**src/design/mlsep_pkg.sv**
```systemverilog
// ---------------------------------------------------------------------------
// MIDI-like sequence event parser: shared package
// Event codes, status constants, result record and queue sizing used by the
// parser core, the result queue and the top level.
// ---------------------------------------------------------------------------
`timescale 1ns / 1ps

package mlsep_pkg;

  // Byte position counter width; positions wrap at this many bits
  localparam int POSITION_BITS = 24;
  // Width in which positions are reported on the result channel
  localparam int REPORT_BITS   = 24;

  // Result queue sizing
  localparam int QUEUE_DEPTH = 4;
  localparam int QUEUE_BITS  = $clog2(QUEUE_DEPTH);
  localparam int LEVEL_BITS  = QUEUE_BITS + 1;

  typedef enum logic [3:0] {
    EV_NOTE_ON       = 4'd0,
    EV_NOTE_OFF      = 4'd1,
    EV_IMPLICIT_PROG = 4'd2,
    EV_PROGRAM       = 4'd3,
    EV_CONTROLLER    = 4'd4,
    EV_BEND          = 4'd5,
    EV_TEMPO         = 4'd6,
    EV_END           = 4'd7,
    EV_LOOP_START    = 4'd8,
    EV_LOOP_END      = 4'd9,
    EV_UNKNOWN_META  = 4'd10,
    EV_UNKNOWN       = 4'd11
  } event_code_t;

  // Status classes (upper nibble of a status byte)
  localparam logic [3:0] CLASS_NOTE    = 4'h9;
  localparam logic [3:0] CLASS_CONTROL = 4'hB;
  localparam logic [3:0] CLASS_PROGRAM = 4'hC;
  localparam logic [3:0] CLASS_BEND    = 4'hE;

  localparam logic [7:0] STATUS_META = 8'hFF;
  localparam logic [7:0] META_TEMPO  = 8'h51;
  localparam logic [7:0] META_END    = 8'h2F;
  localparam logic [3:0] META_CHANNEL = 4'hF;

  // Loop markers carried on a controller
  localparam logic [7:0] LOOP_CONTROLLER  = 8'd99;
  localparam logic [7:0] LOOP_START_VALUE = 8'd20;
  localparam logic [7:0] LOOP_END_VALUE   = 8'd30;

  typedef struct packed {
    event_code_t             code;
    logic [3:0]              channel;
    logic [31:0]             stamp;
    logic [7:0]              data1;
    logic [7:0]              data2;
    logic [23:0]             tempo;
    logic [REPORT_BITS-1:0]  loop_target;
    logic [REPORT_BITS-1:0]  position;
    logic                    last;
  } result_t;

  // Results produced by one transfer on the byte channel
  typedef struct packed {
    logic [1:0] count;
    result_t    res_a;
    result_t    res_b;
  } push_t;

  function automatic logic channel_class(input logic [3:0] cls);
    return (cls == CLASS_NOTE) || (cls == CLASS_CONTROL) ||
           (cls == CLASS_PROGRAM) || (cls == CLASS_BEND);
  endfunction

endpackage

```
**src/design/mlsep_if.sv**
```systemverilog
// ---------------------------------------------------------------------------
// MIDI-like sequence event parser: channel interfaces
// Valid/ready channels for stream bytes in and decoded events out.
// ---------------------------------------------------------------------------
`timescale 1ns / 1ps

interface mlsep_byte_if;
  logic       valid;
  logic       ready;
  logic [7:0] stream_byte;

  modport source (output valid, output stream_byte, input ready);
  modport sink   (input valid, input stream_byte, output ready);
endinterface

interface mlsep_event_if;
  logic        valid;
  logic        ready;
  logic [3:0]  event_code;
  logic [3:0]  channel_number;
  logic [31:0] event_time;
  logic [7:0]  first_data;
  logic [7:0]  second_data;
  logic [23:0] tempo_value;
  logic [23:0] loop_target;
  logic [23:0] event_position;
  logic        last_of_run;

  modport source (output valid, output event_code, output channel_number,
                  output event_time, output first_data, output second_data,
                  output tempo_value, output loop_target, output event_position,
                  output last_of_run, input ready);
  modport sink   (input valid, input event_code, input channel_number,
                  input event_time, input first_data, input second_data,
                  input tempo_value, input loop_target, input event_position,
                  input last_of_run, output ready);
endinterface

```
**src/design/mlsep_core.sv**
```systemverilog
// ---------------------------------------------------------------------------
// MIDI-like sequence event parser: parser core
// Holds the parse state and decodes one byte per cycle, when a byte is taken,
// into up to two result records.
// ---------------------------------------------------------------------------
`timescale 1ns / 1ps

module mlsep_core (
  input  logic                clk,
  input  logic                rst,
  input  logic                take,
  input  logic [7:0]          stream_byte,
  output mlsep_pkg::push_t    push,
  output logic                stopped
);

  typedef enum logic [3:0] {
    PH_DELTA, PH_STATUS, PH_DATA1, PH_DATA2, PH_META,
    PH_TEMPO0, PH_TEMPO1, PH_TEMPO2, PH_STOP
  } phase_t;

  phase_t                               phase, phase_next;
  logic [7:0]                           running_status, running_status_next;
  logic [27:0]                          delta_acc, delta_acc_next;
  logic [31:0]                          tick_time, tick_time_next;
  logic [15:0]                          prog_mask, prog_mask_next;
  logic [mlsep_pkg::POSITION_BITS-1:0]  byte_pos, byte_pos_next, pos_inc;
  logic [mlsep_pkg::POSITION_BITS-1:0]  event_start, event_start_next;
  logic [mlsep_pkg::POSITION_BITS-1:0]  loop_start, loop_start_next;
  logic [7:0]                           held_byte, held_byte_next;
  logic [23:0]                          tempo_acc, tempo_acc_next;

  logic                                 do_first, do_meta, do_finish, do_stop;
  mlsep_pkg::event_code_t               stop_code;
  logic [3:0]                           stop_chan;
  logic [3:0]                           chan;
  logic [27:0]                          delta_shift;
  mlsep_pkg::result_t                   blank, res_a, res_b;
  logic [1:0]                           count;

  assign chan        = running_status[3:0];
  assign delta_shift = {delta_acc[20:0], stream_byte[6:0]};
  assign pos_inc     = byte_pos + mlsep_pkg::POSITION_BITS'(1);
  assign stopped     = (phase == PH_STOP);

  // Result record with the fields that every event shares
  always_comb begin
    blank             = '0;
    blank.code        = mlsep_pkg::EV_UNKNOWN;
    blank.stamp       = tick_time;
    blank.position    = mlsep_pkg::REPORT_BITS'(event_start);
  end

  // Decode one byte and work out the next state
  always_comb begin
    phase_next          = phase;
    running_status_next = running_status;
    delta_acc_next      = delta_acc;
    tick_time_next      = tick_time;
    prog_mask_next      = prog_mask;
    byte_pos_next       = byte_pos;
    event_start_next    = event_start;
    loop_start_next     = loop_start;
    held_byte_next      = held_byte;
    tempo_acc_next      = tempo_acc;
    do_first            = 1'b0;
    do_meta             = 1'b0;
    do_finish           = 1'b0;
    do_stop             = 1'b0;
    stop_code           = mlsep_pkg::EV_UNKNOWN;
    stop_chan           = chan;
    res_a               = blank;
    res_b               = blank;
    count               = 2'd0;

    if (take && phase != PH_STOP) begin
      byte_pos_next = pos_inc;
      unique case (phase)
        PH_DELTA: begin
          if (!stream_byte[7]) begin
            tick_time_next = tick_time + 32'(delta_shift);
            delta_acc_next = '0;
            phase_next     = PH_STATUS;
          end else begin
            delta_acc_next = delta_shift;
          end
        end
        PH_STATUS: begin
          if (stream_byte[7]) begin
            running_status_next = stream_byte;
            if (mlsep_pkg::channel_class(stream_byte[7:4])) begin
              phase_next = PH_DATA1;
            end else if (stream_byte == mlsep_pkg::STATUS_META) begin
              phase_next = PH_META;
            end else begin
              do_stop   = 1'b1;
              stop_chan = stream_byte[3:0];
            end
          end else if (mlsep_pkg::channel_class(running_status[7:4])) begin
            do_first = 1'b1;
          end else if (running_status == mlsep_pkg::STATUS_META) begin
            do_meta = 1'b1;
          end else begin
            do_stop = 1'b1;
          end
        end
        PH_DATA1: do_first = 1'b1;
        PH_DATA2: begin
          res_a.channel = chan;
          res_a.data1   = held_byte;
          res_a.data2   = stream_byte;
          count         = 2'd1;
          do_finish     = 1'b1;
          if (running_status[7:4] == mlsep_pkg::CLASS_NOTE) begin
            if (stream_byte != 8'd0) begin
              res_a.code = mlsep_pkg::EV_NOTE_ON;
              // Emit an implicit program change ahead of the first note on
              if (!prog_mask[chan]) begin
                res_b            = res_a;
                res_a            = blank;
                res_a.code       = mlsep_pkg::EV_IMPLICIT_PROG;
                res_a.channel    = chan;
                prog_mask_next   = prog_mask | (16'd1 << chan);
                count            = 2'd2;
              end
            end else begin
              res_a.code  = mlsep_pkg::EV_NOTE_OFF;
              res_a.data2 = 8'd0;
            end
          end else if (running_status[7:4] == mlsep_pkg::CLASS_CONTROL) begin
            if (held_byte == mlsep_pkg::LOOP_CONTROLLER &&
                stream_byte == mlsep_pkg::LOOP_START_VALUE) begin
              res_a.code        = mlsep_pkg::EV_LOOP_START;
              res_a.loop_target = mlsep_pkg::REPORT_BITS'(pos_inc);
              loop_start_next   = pos_inc;
            end else if (held_byte == mlsep_pkg::LOOP_CONTROLLER &&
                         stream_byte == mlsep_pkg::LOOP_END_VALUE) begin
              res_a.code        = mlsep_pkg::EV_LOOP_END;
              res_a.loop_target = mlsep_pkg::REPORT_BITS'(loop_start);
              // Jump back to the recorded loop start
              if (loop_start != '0) begin
                byte_pos_next = loop_start;
              end
            end else begin
              res_a.code = mlsep_pkg::EV_CONTROLLER;
            end
          end else begin
            res_a.code = mlsep_pkg::EV_BEND;
          end
        end
        PH_META: do_meta = 1'b1;
        PH_TEMPO0: begin
          tempo_acc_next = {tempo_acc[15:0], stream_byte};
          phase_next     = PH_TEMPO1;
        end
        PH_TEMPO1: begin
          tempo_acc_next = {tempo_acc[15:0], stream_byte};
          phase_next     = PH_TEMPO2;
        end
        PH_TEMPO2: begin
          tempo_acc_next = {tempo_acc[15:0], stream_byte};
          res_a.code     = mlsep_pkg::EV_TEMPO;
          res_a.channel  = mlsep_pkg::META_CHANNEL;
          res_a.tempo    = {tempo_acc[15:0], stream_byte};
          count          = 2'd1;
          do_finish      = 1'b1;
        end
        default: phase_next = PH_STOP;
      endcase
    end

    // First data byte: program change completes, anything else waits
    if (do_first) begin
      if (running_status[7:4] == mlsep_pkg::CLASS_PROGRAM) begin
        res_a.code     = mlsep_pkg::EV_PROGRAM;
        res_a.channel  = chan;
        res_a.data1    = stream_byte;
        prog_mask_next = prog_mask | (16'd1 << chan);
        count          = 2'd1;
        do_finish      = 1'b1;
      end else begin
        held_byte_next = stream_byte;
        phase_next     = PH_DATA2;
      end
    end

    // Meta type byte
    if (do_meta) begin
      stop_chan = mlsep_pkg::META_CHANNEL;
      if (stream_byte == mlsep_pkg::META_TEMPO) begin
        tempo_acc_next = '0;
        phase_next     = PH_TEMPO0;
      end else if (stream_byte == mlsep_pkg::META_END) begin
        do_stop   = 1'b1;
        stop_code = mlsep_pkg::EV_END;
      end else begin
        do_stop   = 1'b1;
        stop_code = mlsep_pkg::EV_UNKNOWN_META;
      end
    end

    // Report and halt
    if (do_stop) begin
      res_a.code    = stop_code;
      res_a.channel = stop_chan;
      count         = 2'd1;
      phase_next    = PH_STOP;
    end

    // Close the event: next delta starts here
    if (do_finish) begin
      phase_next       = PH_DELTA;
      event_start_next = byte_pos_next;
    end

    if (count == 2'd1) begin
      res_a.last = 1'b1;
    end
    if (count == 2'd2) begin
      res_b.last = 1'b1;
    end
  end

  assign push.count = count;
  assign push.res_a = res_a;
  assign push.res_b = res_b;

  // Hold parse state
  always_ff @(posedge clk) begin
    if (rst) begin
      phase          <= PH_DELTA;
      running_status <= '0;
      delta_acc      <= '0;
      tick_time      <= '0;
      prog_mask      <= '0;
      byte_pos       <= '0;
      event_start    <= '0;
      loop_start     <= '0;
      held_byte      <= '0;
      tempo_acc      <= '0;
    end else begin
      phase          <= phase_next;
      running_status <= running_status_next;
      delta_acc      <= delta_acc_next;
      tick_time      <= tick_time_next;
      prog_mask      <= prog_mask_next;
      byte_pos       <= byte_pos_next;
      event_start    <= event_start_next;
      loop_start     <= loop_start_next;
      held_byte      <= held_byte_next;
      tempo_acc      <= tempo_acc_next;
    end
  end

endmodule

```
**src/design/mlsep_queue.sv**
```systemverilog
// ---------------------------------------------------------------------------
// MIDI-like sequence event parser: result queue
// Small register queue that takes up to two results a cycle and hands one
// result a cycle, when popped, to the output channel.
// ---------------------------------------------------------------------------
`timescale 1ns / 1ps

module mlsep_queue (
  input  logic                               clk,
  input  logic                               rst,
  input  mlsep_pkg::push_t                   push,
  input  logic                               pop,
  output mlsep_pkg::result_t                 head,
  output logic [mlsep_pkg::LEVEL_BITS-1:0]   level
);

  mlsep_pkg::result_t                   slots [mlsep_pkg::QUEUE_DEPTH];
  logic [mlsep_pkg::QUEUE_BITS-1:0]     wr_ptr, rd_ptr;
  logic [mlsep_pkg::QUEUE_BITS-1:0]     wr_ptr_b;

  assign wr_ptr_b = wr_ptr + mlsep_pkg::QUEUE_BITS'(1);
  assign head     = slots[rd_ptr];

  // Write incoming results
  always_ff @(posedge clk) begin
    if (push.count != 2'd0) begin
      slots[wr_ptr] <= push.res_a;
    end
    if (push.count == 2'd2) begin
      slots[wr_ptr_b] <= push.res_b;
    end
  end

  // Advance pointers and fill level
  always_ff @(posedge clk) begin
    if (rst) begin
      wr_ptr <= '0;
      rd_ptr <= '0;
      level  <= '0;
    end else begin
      wr_ptr <= wr_ptr + mlsep_pkg::QUEUE_BITS'(push.count);
      if (pop) begin
        rd_ptr <= rd_ptr + mlsep_pkg::QUEUE_BITS'(1);
      end
      level <= level + mlsep_pkg::LEVEL_BITS'(push.count)
                     - mlsep_pkg::LEVEL_BITS'(pop);
    end
  end

endmodule

```
**src/design/midi_like_sequence_event_parser.sv**
```systemverilog
// ---------------------------------------------------------------------------
// MIDI-like sequence event parser
// Decodes delta times, running status, channel and meta events from a byte
// stream and reports one event record per transfer on the result channel.
// ---------------------------------------------------------------------------
// Results are registered in the result queue and offered from its head.
// Throughput: one byte per cycle while the byte channel is ready; a byte
// with two results drains them one at a time through a four-entry result
// queue, and the byte channel is ready while two or more entries are free.
// Reset: synchronous, active high; clears parse state and empties the
// queue. After end of track or an unknown event bytes are dropped until reset.
`timescale 1ns / 1ps

module midi_like_sequence_event_parser (
  input  logic                  clk,
  input  logic                  rst,
  mlsep_byte_if.sink            stream,
  mlsep_event_if.source         events
);

  mlsep_pkg::push_t                    push;
  mlsep_pkg::result_t                  head;
  logic [mlsep_pkg::LEVEL_BITS-1:0]    level;
  logic                                stopped;
  logic                                take;
  logic                                pop;

  // Accept while at least two queue entries are free
  assign stream.ready = (level <= mlsep_pkg::LEVEL_BITS'(mlsep_pkg::QUEUE_DEPTH - 2));
  assign take         = stream.valid && stream.ready;
  assign pop          = events.valid && events.ready;

  mlsep_core u_core (
    .clk         (clk),
    .rst         (rst),
    .take        (take),
    .stream_byte (stream.stream_byte),
    .push        (push),
    .stopped     (stopped)
  );

  mlsep_queue u_queue (
    .clk   (clk),
    .rst   (rst),
    .push  (push),
    .pop   (pop),
    .head  (head),
    .level (level)
  );

  // Drive the result channel from the queue head
  assign events.valid          = (level != '0);
  assign events.event_code     = head.code;
  assign events.channel_number = head.channel;
  assign events.event_time     = head.stamp;
  assign events.first_data     = head.data1;
  assign events.second_data    = head.data2;
  assign events.tempo_value    = head.tempo;
  assign events.loop_target    = head.loop_target;
  assign events.event_position = head.position;
  assign events.last_of_run    = head.last;

  // Queue never overfills
  assert property (@(posedge clk) disable iff (rst)
    level <= mlsep_pkg::LEVEL_BITS'(mlsep_pkg::QUEUE_DEPTH))
    else $error("result queue overfilled");

  // A stopped parser produces nothing
  assert property (@(posedge clk) disable iff (rst)
    stopped |-> (push.count == 2'd0))
    else $error("result produced after stop");

  // A pair of results is always implicit program then the closing note on
  assert property (@(posedge clk) disable iff (rst)
    (push.count == 2'd2) |-> (push.res_a.code == mlsep_pkg::EV_IMPLICIT_PROG &&
                              !push.res_a.last && push.res_b.last))
    else $error("malformed result pair");

  // Bytes taken only with room for two results
  assert property (@(posedge clk) disable iff (rst)
    take |=> (level <= mlsep_pkg::LEVEL_BITS'(mlsep_pkg::QUEUE_DEPTH)))
    else $error("byte taken without queue room");

endmodule

```
**src/flat_wrapper.sv**
```systemverilog
// flat-port wrapper written by rule: the top's interface ports become plain ports
module midi_like_sequence_event_parser_flat 
  (clk, rst, stream_valid, stream_stream_byte, stream_ready, events_valid, events_event_code, events_channel_number, events_event_time, events_first_data, events_second_data, events_tempo_value, events_loop_target, events_event_position, events_last_of_run, events_ready);
  mlsep_byte_if stream_i ();
  mlsep_event_if events_i ();
  input  logic clk;
  input  logic rst;
  input wire logic [$bits(stream_i.valid)-1:0] stream_valid;
  input wire logic [$bits(stream_i.stream_byte)-1:0] stream_stream_byte;
  output wire logic [$bits(stream_i.ready)-1:0] stream_ready;
  output wire logic [$bits(events_i.valid)-1:0] events_valid;
  output wire logic [$bits(events_i.event_code)-1:0] events_event_code;
  output wire logic [$bits(events_i.channel_number)-1:0] events_channel_number;
  output wire logic [$bits(events_i.event_time)-1:0] events_event_time;
  output wire logic [$bits(events_i.first_data)-1:0] events_first_data;
  output wire logic [$bits(events_i.second_data)-1:0] events_second_data;
  output wire logic [$bits(events_i.tempo_value)-1:0] events_tempo_value;
  output wire logic [$bits(events_i.loop_target)-1:0] events_loop_target;
  output wire logic [$bits(events_i.event_position)-1:0] events_event_position;
  output wire logic [$bits(events_i.last_of_run)-1:0] events_last_of_run;
  input wire logic [$bits(events_i.ready)-1:0] events_ready;
  assign stream_i.valid = stream_valid;
  assign stream_i.stream_byte = stream_stream_byte;
  assign stream_ready = stream_i.ready;
  assign events_valid = events_i.valid;
  assign events_event_code = events_i.event_code;
  assign events_channel_number = events_i.channel_number;
  assign events_event_time = events_i.event_time;
  assign events_first_data = events_i.first_data;
  assign events_second_data = events_i.second_data;
  assign events_tempo_value = events_i.tempo_value;
  assign events_loop_target = events_i.loop_target;
  assign events_event_position = events_i.event_position;
  assign events_last_of_run = events_i.last_of_run;
  assign events_i.ready = events_ready;
  midi_like_sequence_event_parser u_core (.clk(clk), .rst(rst), .stream(stream_i), .events(events_i));
endmodule
```
**config.mk**
```make
export PLATFORM = sky130hd
export DESIGN_NAME = midi_like_sequence_event_parser_flat
export DESIGN_NICKNAME = d
export VERILOG_FILES = /design/src/design/mlsep_pkg.sv /design/src/design/mlsep_if.sv /design/src/design/mlsep_core.sv /design/src/design/mlsep_queue.sv /design/src/design/midi_like_sequence_event_parser.sv /design/src/flat_wrapper.sv
export SDC_FILE = /design/constraint.sdc
export NUM_CORES = 1
export LEC_CHECK = 0
export BUFFER_PORTS_ARGS = -buffer_cell sky130_fd_sc_hd__buf_2
export CAP_MARGIN = 20
export CORE_ASPECT_RATIO = 1.25
export CORE_MARGIN = 2
export CORE_UTILIZATION = 60
export CTS_CLUSTER_DIAMETER = 100
export DETAILED_ROUTE_END_ITERATION = 7
export PLACE_DENSITY = 0.78
export SYNTH_ARGS = -nofsm -noshare
export SYNTH_HDL_FRONTEND = slang
export SYNTH_SLANG_ARGS = --single-unit
```
**constraint.sdc**
```tcl
create_clock -name clk -period 7.1 [get_ports clk]
set_clock_uncertainty 0.05 [all_clocks]
set_input_delay 1.42 -clock clk [delete_from_list [all_inputs] [get_ports clk]]
set_output_delay 1.42 -clock clk [all_outputs]
set_load 0.02 [all_outputs]
```
==> results of run 1 <==
-- worst reg2reg max path, delay by kind of cell, from the launching register on --
kind,cells,cell delay (ps)
AND/OR/NAND/NOR,4,1490
buffers and inverters,2,1090
multiplexers,3,940
flip-flops,1,840
-- registers in the layout, summed over array words and instances (netlist names), named ones only --
register / cells
u_core.u_core.tempo_acc: 16
u_core.u_core.loop_start: 24
u_core.u_core.byte_pos: 24
u_core.u_core.held_byte: 8
u_core.u_queue.rd_ptr: 2
u_core.u_core.running_status: 8
u_core.u_queue.slots: 516
u_core.u_core.delta_acc: 21
u_core.u_core.prog_mask: 16
u_core.u_queue.level: 3
u_core.u_queue.wr_ptr: 2
u_core.u_core.event_start: 24
u_core.u_core.phase: 4
u_core.u_core.tick_time: 32
-- cells in the final DEF (no fill, tap or decap), drive strengths merged, types with 51 or more instances in the layout --
master	instances
buf	186
nand3	158
nor2b	182
a211oi	71
nor2	332
mux4	133
clkbuf	105
dfxtp	382
and2	67
nor3	51
edfxtp	320
a21oi	305
nand2	293
-- routing by layer --
layer / share of wire (%) / wire, microns
met1: 38 / 33500
met2: 49 / 43100
met3: 8.6 / 7560
met4: 3.8 / 3370
met5: 0.015 / 13
-- stage by stage --
stage / setup slack [ps] / std cells / instance area, sq um / hold WS (ps)
after global placement: 1500 / 3576 / 32600 / 386
after detailed placement: 1420 / 3576 / 32600 / 393
after floorplan: 1750 / 2962 / 31500 / 379
final: 2170 / 3705 / 34800 / 402
after global routing: 1890 / 3703 / 34800 / 416
after CTS: 2060 / 3700 / 34800 / 402
-- worst min path at each step --
| stage | from | slack, ps | cells after the start | end |
|---|---|---|---|---|
| final | u_core.u_queue.slots[1][45] | 400 | 2 | u_core.u_queue.slots[1][45] |
| after CTS | u_core.u_queue.slots[2][71] | 400 | 2 | u_core.u_queue.slots[2][71] |
| after floorplan | u_core.u_queue.slots[2][43] | 380 | 2 | u_core.u_queue.slots[2][43] |
| after detailed placement | u_core.u_queue.slots[2][71] | 390 | 2 | u_core.u_queue.slots[2][71] |
| after global placement | u_core.u_queue.slots[2][43] | 390 | 2 | u_core.u_queue.slots[2][43] |
| after global routing | u_core.u_queue.slots[1][65] | 420 | 2 | u_core.u_queue.slots[1][65] |
-- power by group through the flow --
stage	Sequential (W)	Clock, W	Combinational (W)
3_5_place_dp	0.00459	0	0.00199
3_3_place_gp	0.00458	0	0.00197
6_report	0.00450	0.00357	0.00198
2_1_floorplan	0.00449	0	0.00148
4_1_cts	0.00450	0.00360	0.00200
5_1_grt	0.00452	0.00375	0.00211
-- logic make-up after synthesis --
kind of cell,Yosys count
AOI/OAI and AO/OA,568
xor gates and xnor gates,40
adders and majority gates,35
buffers and inverters,264
DFF,702
muxes,154
and+or+nand+nor,1199
-- final cells by class --
class                           instances  area [sq um]  share of cell area [%]
Tap cell                              665           832                    2.39
Timing Repair Buffer                  186          1090                    3.14
Clock buffer                          105          1970                    5.67
Clock inverter                         19           201                   0.579
Multi-Input combinational cell       1996         13300                    38.3
Inverter                               29           115                   0.331
Antenna cell                            3          7.51                  0.0216
Sequential cell                       702         17300                    49.6
==> impl_metrics.json, run 1 <==
{
  "status": "finished clean",
  "crit_type": "input port to flop",
  "hp-class": "flop to flop",
  "core_sq_um": 51800,
  "netlist_top_cells_count": "dfxtp_1, nor2_1, edfxtp_1, a21oi_1, nand2_1",
  "dieWidth_microns": 209,
  "nNetsFinal": 3030,
  "critical_path.startpoint": "stream_stream_byte[3]",
  "synth_compound_area_share_pct": 10.9,
  "netlist_area_sq_um": 31500,
  "cts_htree_levels": 3,
  "yosys.area_share.simple_pct": 18.3,
  "synth_xor_area_share_pct": 1.11,
  "fin_util_pct": 67.2,
  "yosysWarnings": 0,
  "post_drt_via_cell_ratio": 6.47,
  "synth_fa_ha_area_share_pct": 1.44,
  "drtAntennaViolNets": 0,
  "ys_seq_area_share_pct": 54.7,
  "numCtsBuffers": 68,
  "vias": 24000,
  "worstPathBufferInverterCount": 3,
  "crit_chain": "buf_2, nor2_1, nand2_1, nor4b_1, o22ai_1, o21ai_1, nor2_4, nor2_4, clkinv_2, buf_12",
  "clock_latency_ps": 620,
  "final.period_utilization_pct": 69.5,
  "grt_usage_pct": 32.2,
  "cts-root-buf": "clkbuf_16",
  "period_needed_ps": 4930,
  "p_seq_share_pct": 44.8,
  "setup_violations": 0,
  "yosys_most_used_dff": "dfxtp_1",
  "post_cts_resized": 0,
  "layout-drive-gt1-share_pct": 15.0,
  "r2r_slack_ps": 2310,
  "port_buffers": 142,
  "crit_fanout": 51,
  "maxSlewHeadroom_pct": 23.8,
  "clock_sinks": 702,
  "grt_start_max_net_pins": 105,
  "synth.most_common_cell": "dfxtp_1",
  "synth_top_area_share_pct": 30.5,
  "combPwrFrac_pct": 19.7,
  "async_flop_share_pct": 0,
  "ios": 143,
  "dieArea_sq_um": 54400,
  "swShare_pct": 28.3,
  "worstMarginPinSlew_ps": 1130,
  "synthTopCellsByArea": "edfxtp_1, dfxtp_1, mux4_2, a21oi_1, nor2_1",
  "maxCapViolations": 0,
  "grtUsageMet3_pct": 5.94,
  "p_clk_share_pct": 35.5,
  "gr-total-overflow": 0,
  "first_iter_violations": 2287,
  "worst_setup_path_end_kind": "flop",
  "crit_arrival_ps": 5240,
  "cp-endpoint": "u_core.u_queue.slots[1][101]",
  "synth.mux.area_fraction_pct": 10.2,
  "area_growth_pct": 10.4,
  "row_count": 93,
  "die_y_microns": 260,
  "hold_viol_final": 0,
  "post-cts-setup-buffer-count": 0,
  "synth_fp_nets": 3009,
  "synth_top_family_by_area": "simple AND/OR/NAND/NOR gates",
  "p_leak_nw": 11.9,
  "firstDrtPassIters": 8,
  "fin_tns_setup_ps": 0,
  "slowest_delay_ps": 780,
  "critical_path.slowest_cell": "clkinv_2",
  "wl_per_cell_microns": 23.6,
  "power.internal_w": 0.00721,
  "grt_use_met1_pct": 40.4,
  "grt_antenna_before_repair": 4,
  "syn_inst": 2962,
  "gp_congestion": 0.911,
  "clkTransAtPathRegs_ps": 60,
  "worst_setup_path_start_kind": "input port",
  "p_switching_w": 0.00284,
  "reg2reg_to": "u_core.u_queue.slots[3][18]",
  "required_ps": 7410,
  "hold_buffers": 0,
  "drv_slew": 0,
  "r2r_cells": 9,
  "cts_tree": "yes",
  "fmax_ghz": 0.203,
  "power.total_w": 0.0101,
  "grt_util_met2_pct": 54.7,
  "yosysTopAreaCell": "edfxtp_1",
  "path_depth": 10,
  "drt-total-wl_microns": 87500,
  "synth_cell_types": 77,
  "post-dp-hpwl_microns": 54800,
  "cp_top_family": "buffers and inverters",
  "crit_path_frequent_cell": "nor2_4",
  "grt_pass1_wl_microns": 135000,
  "clockBufferDepth": 3,
  "r2r_start": "u_core.u_core.running_status[1]",
  "initial_core_util_pct": 60.9,
  "drc": 0,
  "ys_ff_latch": 702,
  "syn_avg_cell_area_sq_um": 10.6,
  "synth_edf_count": 320,
  "fill_cells": 3753,
  "rsz0062_at_grt": "no",
  "ir_drop_mv": 0.219,
  "grt_pass1_vias": 23700,
  "grt_busiest_layer": "met2",
  "p_per_area_nw_per_um2": 289
}
No activity file was read; power rests on OpenSTA's default activity.
==> run 2, diff against run 1 <==
- CORE_UTILIZATION: 60 -> 56
- PLACE_DENSITY: 0.78 -> 0.76
- clock period: 7.1 -> 4.2 ns (I/O delays scaled with it)
==> run 2 against run 1 <==
  * Final area is 1.9% higher
  * Global-route usage is 1.6 points lower
  * Setup slack worse by 2000 ps
  * Sequential power is 69% higher
  * Critical path type is now flop to flop
  * Highest routed layer unchanged
  * Final cell count is 3.1% higher
==> impl_metrics.json, run 2 (synthesized netlist as in run 1, its figures left out) <==
{
  "cts_htree_levels": 3,
  "worst_setup_path_start_kind": "flop",
  "cp_top_family": "simple AND/OR/NAND/NOR gates",
  "reg2reg_to": "u_core.u_queue.slots[1][36]",
  "r2r_cells": 9,
  "path_depth": 9,
  "first_iter_violations": 2507,
  "r2r_start": "u_core.u_core.running_status[1]",
  "largest_reg_flops": 516,
  "clockBufferDepth": 3,
  "dieArea_sq_um": 58200,
  "final.period_utilization_pct": 95.7,
  "postPlaceCellArea_sq_um": 33300,
  "post-cts-setup-buffer-count": 0,
  "period_needed_ps": 4020,
  "p_leak_nw": 12.1,
  "r2r_slack_ps": 180,
  "cts_tree": "yes",
  "crit_fanout": 37,
  "layout_commonest_cell": "dfxtp_1",
  "dieWidth_microns": 216,
  "grt_start_max_net_pins": 97,
  "ir_drop_mv": 0.358,
  "die_y_microns": 269,
  "final_cell_area_sq_um": 35500,
  "gp_congestion": 0.938,
  "layout-drive-gt1-share_pct": 16.4,
  "clock_latency_ps": 620,
  "gr-total-overflow": 0,
  "drtAntennaViolNets": 0,
  "setup_violations": 0,
  "rsz0062_at_grt": "no",
  "clkTransAtPathRegs_ps": 60,
  "hold_viol_final": 0,
  "ios": 143,
  "hp-class": "flop to flop",
  "fmax_ghz": 0.249,
  "clock_sinks": 702,
  "drc": 0,
  "hold_buffers": 0,
  "grt_pass1_vias": 24100,
  "maxCapViolations": 0,
  "post_cts_resized": 0,
  "nNetsFinal": 3070,
  "worstMarginPinSlew_ps": 1050,
  "grt_pass1_wl_microns": 138000,
  "required_ps": 4610,
  "post-dp-hpwl_microns": 56900,
  "slowest_delay_ps": 670,
  "crit_arrival_ps": 4430,
  "grt_usage_pct": 30.6,
  "area_growth_pct": 12.4,
  "reg_top3": "u_core.u_queue.slots: 516 flops, u_core.u_core.tick_time: 32 flops",
  "crit_type": "flop to flop",
  "critical_path.slowest_cell": "or4_4",
  "grt_antenna_before_repair": 2,
  "crit_chain": "mux4_2, mux2i_1, mux2i_1, or4_4, nand2b_1, nor3_4, buf_4, buf_4, nor3_1",
  "numCtsBuffers": 67,
  "initial_core_util_pct": 56.5,
  "maxSlewHeadroom_pct": 30.0,
  "final_cell_mix": "dfxtp_1, nor2_1, edfxtp_1",
  "cts-root-buf": "clkbuf_16",
  "fin_tns_setup_ps": 0,
  "worstPathBufferInverterCount": 2,
  "row_count": 97,
  "port_buffers": 142,
  "firstDrtPassIters": 6,
  "drt-total-wl_microns": 89400,
  "wl_per_cell_microns": 23.4,
  "worst_setup_path_end_kind": "flop",
  "status": "finished clean",
  "vias": 23900,
  "core_sq_um": 55800,
  "post_drt_via_cell_ratio": 6.26,
  "cp-endpoint": "u_core.u_queue.slots[1][36]",
  "regMostFlops": "u_core.u_queue.slots",
  "drv_slew": 0,
  "p_per_area_nw_per_um2": 482,
  "critical_path.startpoint": "u_core.u_core.running_status[1]"
}
==> run 2: layout make-up <==
type,instances,area [sq um]
antenna,4,10.0
timing repair buffer,227,1610
clock buffer,99,1990
multi-input combinational,1996,13300
inverter,29,123
fill,4355,20400
clock inverter,21,181
sequential,702,17300
tap,742,928
==> run 2: per-stage QoR <==
| stage | instances | hold WS, ps | setup WS (ps) | util (%) | total power (W) |
|---|---|---|---|---|---|
| global route | 3817 | 422 | 73.2 | 63.5 | 0.0177 |
| CTS | 3815 | 404 | 248 | 63.5 | 0.0172 |
| floorplan | 2962 | 379 | 4.76 | - | 0.0101 |
| global placement | 3695 | 384 | 328 | 59.6 | 0.0112 |
| finish | 3820 | 402 | 179 | 63.5 | 0.0171 |
| detailed placement | 3695 | 395 | 250 | 59.6 | 0.0112 |
==> run 2: worst min path at each step <==
stage	start	end	slack, ps	cells after the start
2_1_floorplan	u_core.u_queue.slots[2][43]	u_core.u_queue.slots[2][43]	380	2
3_3_place_gp	u_core.u_queue.slots[2][46]	u_core.u_queue.slots[2][46]	380	2
3_5_place_dp	u_core.u_queue.slots[3][43]	u_core.u_queue.slots[3][43]	400	2
4_1_cts	u_core.u_queue.slots[3][43]	u_core.u_queue.slots[3][43]	400	2
5_1_grt	u_core.u_queue.slots[2][52]	u_core.u_queue.slots[2][52]	420	2
6_report	u_core.u_queue.slots[2][67]	u_core.u_queue.slots[2][67]	400	2
==> run 2: report_power, final <==
group	switching (W)	total (W)	internal, W
logic	0.00200	0.00345	0.00144
clock network	0.00255	0.00603	0.00347
registers	0.000266	0.00761	0.00735
total	0.00482	0.0171	0.0123
==> run 2: worst reg2reg max path: stages (launching register included) <==
cell      delay (ps)
dfxtp_1          420
mux4_2           530
mux2i_1          220
mux2i_1          190
or4_4            670
nand2b_1         460
nor3_4           300
buf_4            410
buf_4            500
nor3_1           140
==> run 2: metal layers <==
| metal | up-vias | part of all wire (%) | GRT usage, % | wire length [microns] |
|---|---|---|---|---|
| met1 | 11800 | 38 | 37.9 | 34000 |
| met3 | 211 | 7.8 | 5.12 | 6990 |
| met5 | - | 0.012 | 0 | 11 |
| li1 | 10800 | - | - | - |
| met2 | 1109 | 50 | 52.1 | 44400 |
| met4 | 2 | 4.5 | 14.5 | 4010 |
